<file path="config.mk">
export PLATFORM = sky130hd
export DESIGN_NAME = hsp_hermite
export DESIGN_NICKNAME = d
export VERILOG_FILES = /design/src/hsp_pkg.sv /design/src/hsp_hermite.sv
export SDC_FILE = /design/constraint.sdc
export NUM_CORES = 1
export LEC_CHECK = 0
export BUFFER_PORTS_ARGS = -buffer_cell sky130_fd_sc_hd__buf_2
export CAP_MARGIN = 5
export CORE_ASPECT_RATIO = 0.8
export CORE_MARGIN = 5
export CORE_UTILIZATION = 42
export CTS_CLUSTER_SIZE = 20
export DETAILED_ROUTE_END_ITERATION = 6
export HOLD_SLACK_MARGIN = 0.05
export SLEW_MARGIN = 20
export SYNTH_ARGS = -nofsm -noshare
export SYNTH_HDL_FRONTEND = slang
export SYNTH_SLANG_ARGS = --single-unit
</file>
<file path="constraint.sdc">
create_clock -name clk -period 8.15 [get_ports clk]
set_input_delay 0.4075 -clock clk [delete_from_list [all_inputs] [get_ports clk]]
set_output_delay 0.4075 -clock clk [all_outputs]
set_load 0.01 [all_outputs]
</file>
<file path="src/hsp_pkg.sv">
// ----------------------------------------------------------------------------
// hsp_pkg
// Shared types and constants of the Hermite sample player.
// ----------------------------------------------------------------------------
package hsp_pkg;

	// fixed field widths
	localparam int SAMPLE_W = 16;
	localparam int PITCH_W  = 24;
	localparam int FCOUNT_W = 17;
	localparam int CFG_W    = 24;
	// width of the interpolation datapath values (coefficients, partial sums)
	localparam int IW       = 24;

	typedef logic signed [SAMPLE_W-1:0] sample_t;

	// operation codes of an input word
	typedef enum logic [1:0] {
		OP_WRITE = 2'd0,
		OP_START = 2'd1,
		OP_STOP  = 2'd2,
		OP_TICK  = 2'd3
	} op_t;

	// configuration register indexes
	typedef enum logic [1:0] {
		CFG_PITCH  = 2'd0,
		CFG_FRAMES = 2'd1,
		CFG_LOOP   = 2'd2,
		CFG_STEREO = 2'd3
	} cfg_idx_t;

	localparam logic [PITCH_W-1:0]  PITCH_RST  = 24'd65536;
	localparam logic [FCOUNT_W-1:0] FRAMES_RST = 17'd65536;

	// saturation bounds in datapath width
	localparam logic signed [IW-1:0] SAT_HI = 24'sd32767;
	localparam logic signed [IW-1:0] SAT_LO = -24'sd32768;

	// four neighboring frames of one channel
	typedef struct packed {
		sample_t xm1;
		sample_t x0;
		sample_t x1;
		sample_t x2;
	} taps_t;

endpackage

</file>
<file path="src/hsp_hermite.sv">
// ----------------------------------------------------------------------------
// hsp_hermite
// One interpolation lane: 4-point Hermite evaluated in Horner form with a
// single multiplier, three multiply / round passes, saturated to 16 bits.
// ----------------------------------------------------------------------------
module hsp_hermite import hsp_pkg::*; #(
	parameter int FRACTION_BITS = 16
) (
	input  logic                     clk,
	input  logic                     arst_n,
	input  logic                     start,
	input  taps_t                    taps,
	input  logic [FRACTION_BITS-1:0] frac,
	output logic                     done,
	output sample_t                  result
);

	localparam int B  = FRACTION_BITS;
	localparam int PW = IW + B + 2;

	// coefficients
	logic signed [IW-1:0] c2, v, w2, a2, b2;
	logic signed [IW-1:0] c2_q, b2_q, op_q, acc;
	sample_t              x0_q;
	sample_t              res_q;

	// multiply / round sequencing
	logic        busy_q, mul_ph_q, done_q;
	logic [1:0]  pass_q;
	logic        last_pass;

	logic signed [B:0]    fs;
	logic signed [IW+B:0] mul_w;
	logic signed [PW-1:0] prod_q, addend, sum, rnd_b, rnd_b1;

	assign c2 = IW'(taps.x1) - IW'(taps.xm1);
	assign v  = IW'(taps.x0) - IW'(taps.x1);
	assign w2 = c2 + (v <<< 1);
	assign a2 = w2 + (v <<< 1) + (IW'(taps.x2) - IW'(taps.x0));
	assign b2 = w2 + a2;

	assign fs    = $signed({1'b0, frac});
	assign mul_w = op_q * fs;

	// term added before each rounding
	always_comb begin
		unique case (pass_q)
			2'd0:    addend = -(PW'(b2_q) <<< B);
			2'd1:    addend = PW'(c2_q) <<< B;
			default: addend = PW'(x0_q) <<< (B + 1);
		endcase
	end

	assign last_pass = (pass_q == 2'd2);
	assign sum       = prod_q + addend;
	assign rnd_b     = (sum + (PW'(1) <<< (B - 1))) >>> B;
	assign rnd_b1    = (sum + (PW'(1) <<< B)) >>> (B + 1);
	assign acc       = last_pass ? IW'(rnd_b1) : IW'(rnd_b);

	// control
	always_ff @(posedge clk or negedge arst_n) begin
		if (!arst_n) begin
			busy_q   <= 1'b0;
			mul_ph_q <= 1'b0;
			done_q   <= 1'b0;
			pass_q   <= '0;
		end else if (start) begin
			busy_q   <= 1'b1;
			mul_ph_q <= 1'b1;
			done_q   <= 1'b0;
			pass_q   <= '0;
		end else if (busy_q) begin
			if (mul_ph_q) begin
				mul_ph_q <= 1'b0;
			end else if (last_pass) begin
				busy_q <= 1'b0;
				done_q <= 1'b1;
			end else begin
				pass_q   <= pass_q + 2'd1;
				mul_ph_q <= 1'b1;
			end
		end
	end

	// datapath
	always_ff @(posedge clk) begin
		if (start) begin
			op_q <= a2;
			b2_q <= b2;
			c2_q <= c2;
			x0_q <= taps.x0;
		end else if (busy_q) begin
			if (mul_ph_q) begin
				prod_q <= PW'(mul_w);
			end else begin
				op_q <= acc;
				if (last_pass) begin
					if (acc > SAT_HI) begin
						res_q <= sample_t'(SAT_HI[SAMPLE_W-1:0]);
					end else if (acc < SAT_LO) begin
						res_q <= sample_t'(SAT_LO[SAMPLE_W-1:0]);
					end else begin
						res_q <= acc[SAMPLE_W-1:0];
					end
				end
			end
		end
	end

	assign done   = done_q;
	assign result = res_q;

endmodule

</file>
== Word level (Yosys, flattened, before mapping) ==
Index checks and enable logic that the tools add are counted.

* Flip-flop bits (word level): 141
* Bits of input ports: 83
* Word-level logic and storage cells: 60

* Order comparisons: 2
* Add/subtract/negate cells: 12
* Reductions and logical operators: 8
* Mux-type cells: 21
* Multiply operators: 1
* Eq/ne operators: 4
* Bitwise logic cells: 2

{| class="wikitable"
|+ Operator list
! operator !! number
|-
| $mux W24 || 4
|-
| $pmux W41 S2 || 1
|-
| $sub A16 B16 Y17 || 3
|-
| $add A41 B18 Y41 const B || 1
|-
| $add A41 B41 Y41 || 1
|-
| $mul A24 B17 Y41 || 1
|-
| $neg A38 Y41 || 1
|-
| $add A40 B17 Y40 const B || 1
|-
| $gt A24 B16 Y1 const B || 1
|-
| $lt A24 B16 Y1 const B || 1
|-
| $add A19 B21 Y22 || 1
|-
| $add A20 B17 Y21 || 1
|-
| $add A19 B18 Y20 || 1
|-
| $add A17 B18 Y19 || 1
|-
| $mux W16 || 1
|-
| $mux W1 || 11
|-
| $reduce_and A3 Y1 || 3
|-
| $mux W2 || 4
|-
| $ne A2 B2 Y1 const B || 2
|-
| $reduce_and A4 Y1 || 1
|-
| $reduce_bool A2 Y1 || 2
|-
| $add A2 B1 Y2 const B || 1
|-
| $eq A2 B1 Y1 const B || 1
|-
| $eq A2 B2 Y1 const B || 1
|-
| 3 further kinds || 4
|}

== Longest topological paths before layout ==
Gate-level depths: netlist of the first run.

* Depth in word-level cells: 8
* Gate-level depth with buffers: 32

== Least setup slack after synthesis of the first run ==
OpenSTA, ideal clock, no wires.

* Path kind: input to register
* From: input frac[7]
* To: register prod_q[32], data pin
* Data arrival time: 6.408 ns
* Stages on the path: 23
* Slack: 1.485 ns
* Path through: clkbuf_1 > nand2_1 > fa_1 > inv_1 > fa_1 > inv_1 > fa_1 > fa_1 > inv_1 > fa_1 > fa_1 > ha_1 > a21o_1 > a21o_1 > o31a_1 > a31oi_1 > o21ai_0 > a221oi_1 > o21ba_2 > o21bai_1 > a21o_1 > a21oi_1 > xnor2_1

* Longest elaborated chain between the ends: 1

{| class="wikitable"
|+ Ends and longest elaborated chain
! item !! RTL line !! text
|-
| start, declared || hsp_hermite.sv:13 || <nowiki>input logic [FRACTION_BITS-1:0] frac,</nowiki>
|-
| $mul A24 B17 Y41 || hsp_hermite.sv:43 || <nowiki>assign mul_w = op_q * fs;</nowiki>
|-
| net mul_w[32] || hsp_hermite.sv:33 || <nowiki>logic signed [IW+B:0] mul_w;</nowiki>
|-
| end signal, assigned || hsp_hermite.sv:94 || <nowiki>prod_q <= PW'(mul_w);</nowiki>
|-
| end, declared || hsp_hermite.sv:34 || <nowiki>logic signed [PW-1:0] prod_q, addend, sum, rnd_b, rnd_b1;</nowiki>
|}

The timed path passes the listed nets, and every way through them passes these cells.
A chain may end at the register's enable or synchronous reset.

== Worst setup path after layout of the first run ==
* From: register op_q[9]
* To: register prod_q[32], data pin

* Longest elaborated chain between the ends: 1

{| class="wikitable"
|+ Ends and longest elaborated chain
! item !! RTL line !! text
|-
| start, declared || hsp_hermite.sv:23 || <nowiki>logic signed [IW-1:0] c2_q, b2_q, op_q, acc;</nowiki>
|-
| start signal, assigned || hsp_hermite.sv:88 || <nowiki>op_q <= a2;</nowiki>
|-
| start signal, assigned || hsp_hermite.sv:96 || <nowiki>op_q <= acc;</nowiki>
|-
| $mul A24 B17 Y41 || hsp_hermite.sv:43 ||
|-
| net mul_w[32] || hsp_hermite.sv:33 ||
|}

The timed path passes the listed nets, and every way through them passes these cells.

==> results of run 1 <==
[path summary, 6_finish.rpt]
check	slack (ps)	start	depth (start not counted)	to
worst max register to register	440	op_q[9]	22	prod_q[32]
worst min-delay path	180	taps[44]	1	x0_q[12]
max in group asynchronous	7720	arst_n	2	mul_ph_q
worst max-delay path	440	op_q[9]	22	prod_q[32]
worst min register to register	500	done	1	done
min in group asynchronous	300	arst_n	2	done
[cells in the mapped netlist, types with 14 or more instances]
cell type,n
edfxtp_1,121
nor2_1,107
o21a_1,29
a22oi_1,17
nand2b_1,18
xor2_1,41
nor2b_1,14
nor3_1,65
and3_1,19
a21oi_1,107
a31oi_1,14
inv_1,540
fa_1,416
clkbuf_1,74
o21ai_0,68
ha_1,218
and2_1,172
a21o_1,32
xnor2_1,108
nand2_1,336
nand3_1,42
[cells by family after synthesis]
logic type	after synthesis	synth area share
compound gates	435	0.119
xor+xnor	151	0.0515
fa+ha+maj	636	0.424
buf+inv	637	0.0929
flops	126	0.144
mux	12	0.00546
simple gates	859	0.164
[state kept, by name, summed over array words and instances, names as in the netlist]
name / flops
c2_q: 17
prod_q: 26
busy_q: 1
done: 1
op_q: 24
b2_q: 22
mul_ph_q: 1
result: 16
pass_q: 2
x0_q: 16
[layout make-up]
type | count | area share
tap | 830 | 0.0369
antenna | 1 | 0.0000889
inverter | 541 | 0.0721
clock inverter | 14 | 0.00511
multi-input combinational | 2093 | 0.708
clock buffer | 18 | 0.0152
timing repair buffer | 140 | 0.0287
sequential | 126 | 0.133
[timing repair]
item,in CTS,in global routing
hold buffers,1,0
hold endpoints to repair,5,0
setup buffers,0,0
[routing by layer]
| metal | vias to the layer above | part of all wire | global-route usage |
|---|---|---|---|
| met5 | - | 0 | 0 |
| met4 | 0 | 0.012 | 0.0343 |
| met3 | 55 | 0.063 | 0.0392 |
| met2 | 555 | 0.45 | 0.328 |
| met1 | 10125 | 0.48 | 0.312 |
| li1 | 9386 | - | - |
[worst max-delay path, stage by stage, from the launching register on]
cell      delay, ps
edfxtp_1        780
nand2_1         170
fa_1            520
inv_1            50
fa_1            470
inv_1            60
fa_1            470
fa_1            490
inv_1            50
fa_1            500
fa_1            490
ha_1            320
a21o_1          160
a21o_1          190
o31a_1          370
a31oi_1         520
o21ai_0         360
a221oi_1        630
o21ba_2         240
o21bai_1         90
a21o_1          220
a21oi_1         200
xnor2_1          80
[stage by stage]
| stage | hold slack, ps | cell area (um2) | setup slack (ps) |
|---|---|---|---|
| final | 181 | 28200 | 442 |
| after global routing | 167 | 28200 | 131 |
| after CTS | 156 | 28100 | 494 |
| after detailed placement | 232 | 27600 | 391 |
| after global placement | 228 | 27600 | 461 |
| after floorplan | 112 | 26100 | 1480 |
==> impl_metrics.toml, run 1 <==
[run_status]
outcome = "complete, no violations"

[route]
via_count = 20121
drt_iter0_drc = 1463
drcViolationCount = 0
routed_via_density = 5.35
detail_route.wl_per_cell_um = 18.4
first_pass_iters = 5
wirelength_um = 69300
antenna_left = 0

[finish]
multiInputGateArea_um2 = 19900
mostFrequentLayoutCells = "inv_1 (540), fa_1 (416), nand2_1 (335)"
fin_util = 0.459
finalNetCount = 3636
final_common_cell = "inv_1"
num-fill-cells = 5885
area_growth_pct = 7.80
regArea_um2 = 3760
final_cells = 3763
drive_gt1_frac = 0.0853

[sta]
drv_slew = 0
setup_violations = 0
setup_tns_ps = 0
relSlewSlack = 0.441
rsz0062_at_grt = "no"
finClkSkew_ps = 11.6
period_share = 0.946
finalHoldViolations = 0
worst_slew_pin_slew_ps = 839
fin_crit_ps = 7710
fmax_mhz = 130

[global_routing]
grt_pass1_wl_um = 113000
overflow = 0
grt_max_degree = 60
antenna_found_initial = 1
grtUsageTotal = 0.211
first_global_vias = 21066

[clocking]
root_buffer = "clkbuf_16"
cts_tree = "yes"
htreeDepth = 4
numCtsBuffers = 17
clock_sinks = 126
postCtsResizedCells = 0
ctsLongestPathBuffers = 2
worstSkewPairLatency_ps = 440
clk_pin_slew_worst_paths_ps = 70

[placed_design]
post-place-cells = 3729
numPortBuffers = 99
place_congestion = 0.891
dp_hpwl_um = 56900

[floorplanning]
coreArea_um2 = 61300
boundaryPins = 100
rows = 81
fp.dieW_um = 289
dieArea_um2 = 67300
chipHeight_um = 233
initial_core_util = 0.426

[worst_setup_path]
end_kind = "register"
arrival_ps = 7900
cp-start-kind = "register"
worstSetupPathType = "reg2reg"
critPathMaxFanout = 14
required_ps = 8340

[logic_synthesis]
synth_cell_types = 109
yosys_warnings = 0
synth-edff-count = 121
synth_top_area_share = 0.319
synth-seq-cells = 126
synth_ff_type = "edfxtp_1"
synth_area_leaders = "fa_1 (32%), edfxtp_1 (14%), ha_1 (10%), inv_1 (7.8%), nand2_1 (4.8%)"
yosysTopAreaCell = "fa_1"
yosysSeqAreaShare = 0.144
syn_avg_cell_area_um2 = 9.14
synthArstFlopShare = 0.0397
syn_nets = 3573
synthesis.area_um2 = 26100
syn_inst = 2856

[flow_run]
maxCapViolCount = 0

[hold_path]
hold_path_class = "in2reg"
Power of run 1 is left out: the tool's default activity adds up to more than one toggle a clock period on the data nets, which glitch-free logic cannot reach.
==> run 2: changes to the inputs <==
- ABC_AREA: unset -> 1
==> run 2 against run 1 <==
Compared with the run above:
- clock skew is 3.6 ps higher
- setup slack better by 4.1 ps
- area after synthesis is 3.7% higher
- core utilization is 0.64 points lower
- clock-buffer cell count stayed put
- critical path type is now in2reg
- synthesized cell count grew 24%
- global-route usage rose by 1.1 points
- worst hold slack worse by 19 ps
- first-iteration DRC count up 21%
- wire length grew 10%
- largest cell class unchanged
- maximum frequency about the same
- sequential share of layout area is 0.39 points lower
==> impl_metrics.toml, run 2 <==
[run_status]
outcome = "complete, no violations"

[logic_synthesis]
synth-edff-count = 121
syn_inst = 3540
synth_area_leaders = "fa_1 (31%), edfxtp_1 (13%), inv_1 (12%), nand2_1 (12%), ha_1 (10%)"
yosysMostFrequentCell = "inv_1"
synth_cell_types = 50
yosysSeqAreaShare = 0.139
synth_common_cells = "inv_1 (894), nand2_1 (892), fa_1 (416), ha_1 (218), a21oi_1 (171)"
synthesis.area_um2 = 27100
synth_top_area_share = 0.308
synth-seq-cells = 126
yosysTopAreaCell = "fa_1"
syn_nets = 4257
syn_avg_cell_area_um2 = 7.65
synthArstFlopShare = 0.0397
yosys_warnings = 0
synth_ff_type = "edfxtp_1"

[flow_run]
maxCapViolCount = 0

[sta]
fmax_mhz = 130
setup_slack_ps = 446
worst_slew_pin_slew_ps = 1050
finalHoldViolations = 0
setup_violations = 0
rsz0062_at_grt = "no"
setup_tns_ps = 0
finClkSkew_ps = 15.2
fin_crit_ps = 7700
relSlewSlack = 0.296
drv_slew = 0
period_share = 0.945

[worst_setup_path]
end_kind = "register"
slowest_delay_ps = 460
arrival_ps = 7900
path_common_cell = "o21ai_0"
critPathMaxFanout = 4
slowest_stage = "fa_1"
required_ps = 8350
cp-start-kind = "input port"
worstSetupPathType = "in2reg"

[finish]
n_antenna_cell = 0
area_growth_pct = 7.13
finalNetCount = 4303
multiInputGateArea_um2 = 19600
final_common_cell = "inv_1"
largest_reg_flops = 26
largest_registers = "prod_q (26), op_q (24), b2_q (22)"
num-fill-cells = 6517
mostFrequentLayoutCells = "inv_1 (894), nand2_1 (892), fa_1 (416)"
drive_gt1_frac = 0.0597
regMostFlops = "prod_q"
regArea_um2 = 3760

[placed_design]
numPortBuffers = 99
pre_cts_slack_ps = 375
dp_hpwl_um = 63400
place_congestion = 0.978

[route]
wirelength_um = 76400
first_pass_iters = 5
via_count = 22291
antenna_left = 0
drcViolationCount = 0
detail_route.wl_per_cell_um = 17.2
drt_iter0_drc = 1773
routed_via_density = 5.01

[hold_path]
hold_path_class = "in2reg"

[floorplanning]
rows = 83
coreArea_um2 = 64100
boundaryPins = 100
chipHeight_um = 237
initial_core_util = 0.423
dieArea_um2 = 69700
fp.dieW_um = 294

[global_routing]
grt_max_degree = 58
first_global_vias = 22148
antenna_found_initial = 2
grtUsageTotal = 0.222
grt_pass1_wl_um = 122000
overflow = 0

[clocking]
postCtsSetupBuffers = 0
worstSkewPairLatency_ps = 460
numCtsBuffers = 17
root_buffer = "clkbuf_16"
cts_tree = "yes"
htreeDepth = 4
ctsLongestPathBuffers = 2
clk_pin_slew_worst_paths_ps = 60
postCtsResizedCells = 0
clock_sinks = 126
==> run 2: kinds of logic after synthesis <==
kind of cell,Yosys count,synth area share
simple gates,1312,0.202
flops,126,0.139
compound gates,343,0.0699
xor+xnor,126,0.0413
buf+inv,999,0.140
fa+ha+maj,634,0.408
==> run 2: cell type report <==
class                      instances  share of cell area
inverter                         901               0.117
multi-input combinational       2415               0.674
clock buffer                      18              0.0148
timing repair buffer             125              0.0240
clock inverter                    14             0.00418
sequential                       126               0.130
tap                              850              0.0367
==> run 2: metrics by stage <==
| stage | std cells | hold slack (ps) | util | cell area [um2] |
|---|---|---|---|---|
| 6_report | 4449 | 162 | 0.453 | 29000 |
| 3_3_place_gp | 4416 | 236 | 0.444 | 28500 |
| 4_1_cts | 4449 | 141 | 0.453 | 29000 |
| 2_1_floorplan | 3540 | 112 | - | 27100 |
| 3_5_place_dp | 4416 | 236 | 0.444 | 28500 |
| 5_1_grt | 4449 | 154 | 0.453 | 29000 |
==> run 2: path summary, 6_finish.rpt <==
| path | startpoint | endpoint | slack (ps) | cells after the start |
|---|---|---|---|---|
| setup / recovery | taps[16] | b2_q[20] | 450 | 32 |
| hold reg to reg | busy_q | mul_ph_q | 510 | 1 |
| hold / removal | taps[32] | x0_q[0] | 160 | 1 |
| max in group asynchronous | arst_n | mul_ph_q | 7690 | 2 |
| setup reg to reg | op_q[8] | prod_q[37] | 970 | 23 |
| min in group asynchronous | arst_n | busy_q | 320 | 2 |
==> run 2: routing by layer <==
| layer | wire [um] | global-route usage | vias up |
|---|---|---|---|
| met3 | 6410 | 0.0499 | 69 |
| met5 | 0 | 0 | - |
| li1 | - | - | 10794 |
| met2 | 32000 | 0.325 | 679 |
| met4 | 830 | 0.0338 | 0 |
| met1 | 37200 | 0.343 | 10749 |
==> run 2: repair_timing <==
| action | in CTS | in global routing |
|---|---|---|
| hold endpoints to repair | 5 | 0 |
| setup endpoints to repair | 0 | 0 |
| hold buffers | 1 | 0 |
==> run 2: worst max-delay path: cells and delay by family <==
family / cells / cell delay (ps)
compound gates: 13 / 3160
fa+ha+maj: 6 / 2170
simple gates: 6 / 960
xor+xnor: 4 / 1000
buf+inv: 3 / 180
Power of run 2 is left out for the same reason.
